**config.mk**
```make
export PLATFORM = sky130hd
export DESIGN_NAME = srtf_process_scheduler_unit
export DESIGN_NICKNAME = d
export VERILOG_FILES = /design/src/hdl/srtfps_pkg.sv /design/src/hdl/srtfps_table.sv /design/src/hdl/srtfps_min.sv /design/src/hdl/srtf_process_scheduler_unit.sv
export SDC_FILE = /design/constraint.sdc
export NUM_CORES = 1
export LEC_CHECK = 0
export BUFFER_PORTS_ARGS = -buffer_cell sky130_fd_sc_hd__buf_2
export CAP_MARGIN = 20
export CORE_MARGIN = 5
export CORE_UTILIZATION = 35
export CTS_CLUSTER_SIZE = 20
export DETAILED_ROUTE_END_ITERATION = 16
export GPL_ROUTABILITY_DRIVEN = 0
export PLACE_DENSITY_LB_ADDON = 0.2
export SYNTH_ARGS = -nofsm -noshare
export SYNTH_HDL_FRONTEND = slang
export SYNTH_SLANG_ARGS = --single-unit
```
**constraint.sdc**
```tcl
create_clock -name clk -period 3.3 [get_ports clk]
set_clock_uncertainty 0.2 [all_clocks]
set_input_delay 0.495 -clock clk [delete_from_list [all_inputs] [get_ports clk]]
set_output_delay 0.495 -clock clk [all_outputs]
set_load 0.1 [all_outputs]
```
**src/hdl/srtfps_pkg.sv**
```systemverilog
// Shared types and constants of the SRTF process scheduler.
package srtfps_pkg;

	localparam int MAX_PROCS_DEF = 16;
	localparam int TIME_BITS_DEF = 16;

	localparam int ID_PORT_W   = 4;
	localparam int BURST_W     = 16;
	localparam int LEFT_PORT_W = 16;

	localparam logic OP_TICK   = 1'b0;
	localparam logic OP_ARRIVE = 1'b1;

	typedef struct packed {
		logic clear;
		logic cand;
	} min_ctl_t;

endpackage

```
**src/hdl/srtfps_table.sv**
```systemverilog
// Remaining-time memory: one write port, one registered read port.
module srtfps_table #(
	parameter int DEPTH = 16,
	parameter int DW    = 16
) (
	input  logic                     clk,
	input  logic                     we,
	input  logic [$clog2(DEPTH)-1:0] waddr,
	input  logic [DW-1:0]            wdata,
	input  logic                     re,
	input  logic [$clog2(DEPTH)-1:0] raddr,
	output logic [DW-1:0]            rdata
);

	logic [DW-1:0] mem_q [DEPTH];

	always_ff @(posedge clk) begin
		if (we) begin
			mem_q[waddr] <= wdata;
		end
	end

	always_ff @(posedge clk) begin
		if (re) begin
			rdata <= mem_q[raddr];
		end
	end

endmodule

```
**src/hdl/srtfps_min.sv**
```systemverilog
// Shared comparator that tracks the least remaining time seen in a scan.
module srtfps_min import srtfps_pkg::*; #(
	parameter int IDX_W = 4,
	parameter int VAL_W = 16
) (
	input  logic             clk,
	input  logic             arst_n,
	input  min_ctl_t         ctl,
	input  logic [IDX_W-1:0] idx,
	input  logic [VAL_W-1:0] val,
	output logic             found,
	output logic [IDX_W-1:0] best_idx,
	output logic [VAL_W-1:0] best_val
);

	logic take;

	assign take = ctl.cand && (!found || (val < best_val));

	always_ff @(posedge clk or negedge arst_n) begin
		if (!arst_n) begin
			found <= 1'b0;
		end else if (ctl.clear) begin
			found <= 1'b0;
		end else if (take) begin
			found <= 1'b1;
		end
	end

	always_ff @(posedge clk) begin
		if (!ctl.clear && take) begin
			best_idx <= idx;
			best_val <= val;
		end
	end

endmodule

```
**src/hdl/srtf_process_scheduler_unit.sv**
```systemverilog
// Shortest-remaining-time-first scheduler: top level with sequencer.
//
// Input channel (item_valid / item_stall) takes one word per item: an arrival
// (operation = 1) that admits arrive_id with burst_time if the id is in range and the
// burst is nonzero, or a tick (0) that charges one unit to the running process and then
// picks the present process with the least remaining time, lower id winning ties.
// Every item gives exactly one result word on the output channel
// (result_valid / result_stall).
// An arrival goes from the idle state straight to the emit step; a tick passes
// through a decrement step and then a scan that reads the remaining-time memory
// one entry a cycle through its single read port into one shared comparator,
// before its emit step.
// The input stalls from acceptance until the result is loaded into the output
// register; one result may wait there while the next item is taken.
// If the receiver stalls, the output word holds and a finished item waits in
// its last step until the register frees.
// Reset (arst_n low) empties the table, clears the running process and drops
// any pending result; no clearing pass is needed.
module srtf_process_scheduler_unit import srtfps_pkg::*; #(
	parameter int MAX_PROCS = MAX_PROCS_DEF,
	parameter int TIME_BITS = TIME_BITS_DEF
) (
	input  logic                   clk,
	input  logic                   arst_n,
	input  logic                   item_valid,
	output logic                   item_stall,
	input  logic                   operation,
	input  logic [ID_PORT_W-1:0]   arrive_id,
	input  logic [BURST_W-1:0]     burst_time,
	output logic                   result_valid,
	input  logic                   result_stall,
	output logic                   running_valid,
	output logic [ID_PORT_W-1:0]   running_id,
	output logic [LEFT_PORT_W-1:0] running_left,
	output logic                   switched,
	output logic                   first_dispatch,
	output logic                   finished_valid,
	output logic [ID_PORT_W-1:0]   finished_id
);

	localparam int ID_W  = $clog2(MAX_PROCS);
	localparam int CNT_W = $clog2(MAX_PROCS + 1);

	typedef enum logic [3:0] {
		ST_IDLE = 4'b0001,
		ST_DEC  = 4'b0010,
		ST_SCAN = 4'b0100,
		ST_EMIT = 4'b1000
	} state_t;

	state_t                 state_q;
	logic                   op_q;
	logic                   busy_q;
	logic [ID_W-1:0]        cur_q;
	logic [TIME_BITS-1:0]   left_q;
	logic [MAX_PROCS-1:0]   present_q;
	logic [MAX_PROCS-1:0]   started_q;
	logic                   fin_q;
	logic [ID_W-1:0]        fin_id_q;
	logic [CNT_W-1:0]       cnt_q;
	logic                   tv_s1;
	logic [ID_W-1:0]        tag_s1;

	logic                         accept;
	logic [ID_W+ID_PORT_W-1:0]    aid_ext;
	logic [ID_W-1:0]              aid;
	logic                         in_range;
	logic [TIME_BITS+BURST_W-1:0] bt_ext;
	logic [TIME_BITS-1:0]         bt;
	logic                         arr_ok;
	logic                         arr_run;
	logic [TIME_BITS-1:0]         dec_left;

	logic                 mem_we;
	logic [ID_W-1:0]      mem_waddr;
	logic [TIME_BITS-1:0] mem_wdata;
	logic                 rd_en;
	logic [TIME_BITS-1:0] rd_data;

	min_ctl_t             min_ctl;
	logic                 found;
	logic [ID_W-1:0]      best_idx;
	logic [TIME_BITS-1:0] best_val;

	logic                 slot_free;
	logic                 emit;
	logic                 take;
	logic                 sw;
	logic                 first;
	logic                 nbusy;
	logic [ID_W-1:0]      ncur;
	logic [TIME_BITS-1:0] nleft;

	logic [ID_W+ID_PORT_W-1:0]        ncur_ext;
	logic [ID_W+ID_PORT_W-1:0]        fin_ext;
	logic [TIME_BITS+LEFT_PORT_W-1:0] nleft_ext;

	assign item_stall = (state_q != ST_IDLE);
	assign accept     = item_valid && !item_stall;

	assign aid_ext  = {{ID_W{1'b0}}, arrive_id};
	assign aid      = aid_ext[ID_W-1:0];
	assign in_range = 32'(arrive_id) < MAX_PROCS;
	assign bt_ext   = {{TIME_BITS{1'b0}}, burst_time};
	assign bt       = bt_ext[TIME_BITS-1:0];
	assign arr_ok   = in_range && (bt != '0);
	assign arr_run  = busy_q && (cur_q == aid);
	assign dec_left = left_q - TIME_BITS'(1);

	assign mem_we    = (accept && (operation == OP_ARRIVE) && arr_ok) ||
	                   ((state_q == ST_DEC) && busy_q);
	assign mem_waddr = (state_q == ST_DEC) ? cur_q : aid;
	assign mem_wdata = (state_q == ST_DEC) ? dec_left : bt;
	assign rd_en     = (state_q == ST_SCAN) && (cnt_q < CNT_W'(MAX_PROCS));

	srtfps_table #(
		.DEPTH (MAX_PROCS),
		.DW    (TIME_BITS)
	) u_table (
		.clk   (clk),
		.we    (mem_we),
		.waddr (mem_waddr),
		.wdata (mem_wdata),
		.re    (rd_en),
		.raddr (cnt_q[ID_W-1:0]),
		.rdata (rd_data)
	);

	assign min_ctl.clear = (state_q == ST_DEC);
	assign min_ctl.cand  = tv_s1 && present_q[tag_s1];

	srtfps_min #(
		.IDX_W (ID_W),
		.VAL_W (TIME_BITS)
	) u_min (
		.clk      (clk),
		.arst_n   (arst_n),
		.ctl      (min_ctl),
		.idx      (tag_s1),
		.val      (rd_data),
		.found    (found),
		.best_idx (best_idx),
		.best_val (best_val)
	);

	assign slot_free = !result_valid || !result_stall;
	assign emit      = (state_q == ST_EMIT) && slot_free;
	assign take      = (op_q == OP_TICK) && found;
	assign sw        = take && (!busy_q || (cur_q != best_idx));
	assign first     = sw && !started_q[best_idx];
	assign nbusy     = take ? 1'b1 : busy_q;
	assign ncur      = take ? best_idx : cur_q;
	assign nleft     = take ? best_val : left_q;

	assign ncur_ext  = {{ID_PORT_W{1'b0}}, ncur};
	assign fin_ext   = {{ID_PORT_W{1'b0}}, fin_id_q};
	assign nleft_ext = {{LEFT_PORT_W{1'b0}}, nleft};

	always_ff @(posedge clk or negedge arst_n) begin
		if (!arst_n) begin
			state_q   <= ST_IDLE;
			op_q      <= OP_TICK;
			busy_q    <= 1'b0;
			cur_q     <= '0;
			left_q    <= '0;
			present_q <= '0;
			started_q <= '0;
			fin_q     <= 1'b0;
			cnt_q     <= '0;
			tv_s1     <= 1'b0;
		end else begin
			tv_s1 <= rd_en;
			case (state_q)
				ST_IDLE: begin
					if (accept) begin
						op_q  <= operation;
						fin_q <= 1'b0;
						if (operation == OP_ARRIVE) begin
							if (arr_ok) begin
								present_q[aid] <= 1'b1;
								if (arr_run) begin
									left_q <= bt;
								end else begin
									started_q[aid] <= 1'b0;
								end
							end
							state_q <= ST_EMIT;
						end else begin
							state_q <= ST_DEC;
						end
					end
				end
				ST_DEC: begin
					if (busy_q) begin
						left_q <= dec_left;
						if (dec_left == '0) begin
							present_q[cur_q] <= 1'b0;
							busy_q           <= 1'b0;
							fin_q            <= 1'b1;
						end
					end
					cnt_q   <= '0;
					state_q <= ST_SCAN;
				end
				ST_SCAN: begin
					cnt_q <= cnt_q + CNT_W'(1);
					if (cnt_q == CNT_W'(MAX_PROCS)) begin
						state_q <= ST_EMIT;
					end
				end
				ST_EMIT: begin
					if (slot_free) begin
						busy_q <= nbusy;
						cur_q  <= ncur;
						left_q <= nleft;
						if (take) begin
							started_q[best_idx] <= 1'b1;
						end
						state_q <= ST_IDLE;
					end
				end
				default: begin
					state_q <= ST_IDLE;
				end
			endcase
		end
	end

	always_ff @(posedge clk) begin
		tag_s1 <= cnt_q[ID_W-1:0];
		if (state_q == ST_DEC) begin
			fin_id_q <= cur_q;
		end
	end

	always_ff @(posedge clk or negedge arst_n) begin
		if (!arst_n) begin
			result_valid <= 1'b0;
		end else if (emit) begin
			result_valid <= 1'b1;
		end else if (!result_stall) begin
			result_valid <= 1'b0;
		end
	end

	always_ff @(posedge clk) begin
		if (emit) begin
			running_valid  <= nbusy;
			running_id     <= nbusy ? ncur_ext[ID_PORT_W-1:0] : '0;
			running_left   <= nbusy ? nleft_ext[LEFT_PORT_W-1:0] : '0;
			switched       <= sw;
			first_dispatch <= first;
			finished_valid <= fin_q;
			finished_id    <= fin_q ? fin_ext[ID_PORT_W-1:0] : '0;
		end
	end

endmodule

```
==> flow_summary.ini <==
[job]
max_cap_viol_count = 0

[power_and_ir_drop]
leakage_nw = 7.03
total_power_mw = 15.0
power_density_nw_per_um2 = 744
vdd_drop_max_uv = 303

[worst_setup_path]
cp_max_fo = 16
crit_type = flip-flop to flip-flop
crit_chain = or4b_2 > clkinv_2 > nand2_1 > o22ai_1 > buf_4 > nand2_1 > nor2_2
slowest_stage = nor2_2
cp-start-kind = flip-flop
required_ns = 3.28
cpPeakStageDelay_ns = 0.80
arrival_ns = 3.12
endpoint_kind = flip-flop
crit_path_frequent_cell = nand2_1

[drt]
routed_wl_um = 42900
firstDrtPassIters = 5
drt-initial-drc-count = 1085
vias_per_cell = 5.22
drc = 0
num_vias = 10600
post_drt_wl_per_cell_um = 21.1
antenna_left = 0

[cts]
htreeDepth = 2
cts_buffer_depth = 3
cts_tree = built
clkLatencyLatePin_ns = 0.58
clkTransAtPathRegs_ns = 0.06
numCtsBuffers = 44
postCtsSetupBuffers = 0
cts_num_sinks = 395
clockRootBuffer = clkbuf_16

[cells_and_area]
diodes = 0
fin_nets = 1379
stdcell_count = 2028
synthToLayoutAreaGrowth_pct = 17.2
drive_gt1_share_pct = 21.7
design_area_um2 = 20100

[global_route]
met2_usage_pct = 24.5
grt-busiest-layer = met2
grt_max_degree = 52
grt-ovfl-total = 0
grt_util_all_layers_pct = 16.0
grt_pass1_vias = 10700
grt_pass1_wl_um = 66600
antenna_found_initial = 0
grt_use_met3_pct = 2.83
grt_use_met1_pct = 23.9

[synthesis]
synth.net_count = 1269
synthCells = 1225
post-synth-top-count-cell = edfxtp_1
synth_top_flop_cell = edfxtp_1
synth_seq_cells = 395
async_flop_share_pct = 17.0
ys_top_cells_by_count = 324 x edfxtp_1, 144 x nand2_1, 73 x a21oi_1
yosysTopAreaCell = edfxtp_1
syn_avg_cell_area_um2 = 14.0
syn_area_um2 = 17200
netlist.area_leader.share_pct = 56.6
synthTopCellsByArea = edfxtp_1 57%, dfrtp_1 9.6%, mux4_2 5.5%
ys_seq_area_share_pct = 66.8
synth_edf_count = 324
ys_types = 74
yosys_warnings = 0

[place]
dp_worst_setup_slack_ns = 0.119
io_buffers = 54
dpl_cell_area_um2 = 18700
dp_cells = 1949
hpwl_um = 30100

[hold_path]
worst_hold_path_type = primary input to flip-flop

[sta]
fmax_ghz = 0.319
tightest_slew_ns = 0.991
period_needed_ns = 3.14
slew_viol_final = 0
hold_viol = 0
max-slew-margin-rel_pct = 33.8
fin_crit_sh_pct = 95.1
setup_viol = 0
worst_slack_ns = 0.161
finalSetupTns_ns = 0

[floorplan]
fp.dieW_um = 232
io_pins = 55
die_area_um2 = 53700
rows = 81
coreArea_um2 = 48700
die_y_um = 232
initial_core_util_pct = 35.3

[outcome]
status = completed
==> metrics by stage <==
step	util (%)	hold WS, ns
after floorplan	-	-0.000591
after global routing	41.3	0.0395
after global placement	38.4	0.161
after CTS	41.3	0.000443
final	41.3	0.0395
after detailed placement	38.4	0.162
==> area by class of cell <==
class	instances	area (um2)
Clock inverter	27	256
Sequential cell	395	11500
Inverter	23	87.6
Multi-Input combinational cell	730	5370
Timing Repair Buffer	141	1000
Fill cell	4473	28600
Tap cell	664	831
Clock buffer	48	1120
==> metal layers <==
layer  wire, um  share of wire [%]  up-vias
met5          0                  0        -
met4        916                2.1        0
met3       2220                5.2       67
met2      19100                 45      275
met1      20600                 48     5325
li1           -                  -     4920
==> sequential cells by signal, summed over array words and instances, names as in the netlist, 4 cells and up <==
name and flops:
u_table.rdata 16, u_min.best_idx 4, left_q 16, present_q 16, cur_q 4, cnt_q 5
running_left 16, state_q 4, u_table.mem_q 256, started_q 16, finished_id 4, u_min.best_val 16
fin_id_q 4, tag_s1 4, running_id 4
==> placed cells by master (no fill, tap or decap), types with 5 or more instances in the layout <==
cell,instances
buf_12,5
buf_4,78
a211oi_1,5
clkbuf_16,44
xor2_1,7
edfxtp_1,324
a22o_1,7
o21ai_0,65
o21ai_1,13
mux2i_1,55
and2_1,8
inv_1,21
ha_1,19
a21oi_1,72
nor3_1,16
nand2_1,144
nor2_2,12
a21o_1,13
buf_2,54
nor2b_1,7
a22oi_1,23
clkinv_1,11
a31oi_1,12
nor2_1,47
xnor2_1,15
nand3_1,14
dfrtp_1,64
nor2_4,5
nand4_1,8
nor3b_1,5
mux4_2,42
nor4_1,10
mux2_2,16
clkinv_2,8
nand2b_1,10
a221oi_1,18
==> report_power, final <==
| part | internal, mW | total, mW | switching, mW |
|---|---|---|---|
| clock | 2.68 | 4.67 | 1.98 |
| sequential | 5.99 | 6.38 | 0.382 |
| combinational | 1.36 | 3.95 | 2.59 |
==> critical path, delay by kind of cell, from the launching register on <==
family	cells	cell delay, ns
simple gates	4	1.78
flops	1	0.37
compound gates	1	0.15
buf+inv	2	0.26
==> logic make-up after synthesis <==
group,after synthesis,synth area share (%)
XOR/XNOR,22,1.12
adder cells (fa/ha/maj),19,1.38
buffers and inverters,100,2.44
AO/OA/AOI/OAI,261,9.52
flip-flops,395,66.8
multiplexers,113,9.75
AND/OR/NAND/NOR,315,9.00
==> timing repair <==
action	4_1_cts	5_1_grt
hold buffers	3	0
setup endpoints to repair	0	38
resized for setup	0	4
endpoints found under the hold margin	29	0
==> final timing paths <==
| path | startpoint | endpoint | slack (ns) | cells after the start |
|---|---|---|---|---|
| worst max-delay path | state_q[0] | u_table.mem_q[2][0] | 0.16 | 7 |
| worst min-delay path | burst_time[10] | left_q[10] | 0.04 | 3 |
| worst max register to register | state_q[0] | u_table.mem_q[2][0] | 0.16 | 7 |
| worst min register to register | cnt_q[3] | tag_s1[3] | 0.17 | 0 |
| max in group asynchronous | arst_n | state_q[0] | 1.86 | 3 |
| min in group asynchronous | arst_n | started_q[10] | 0.31 | 2 |
(Power assumes the default switching activity.)
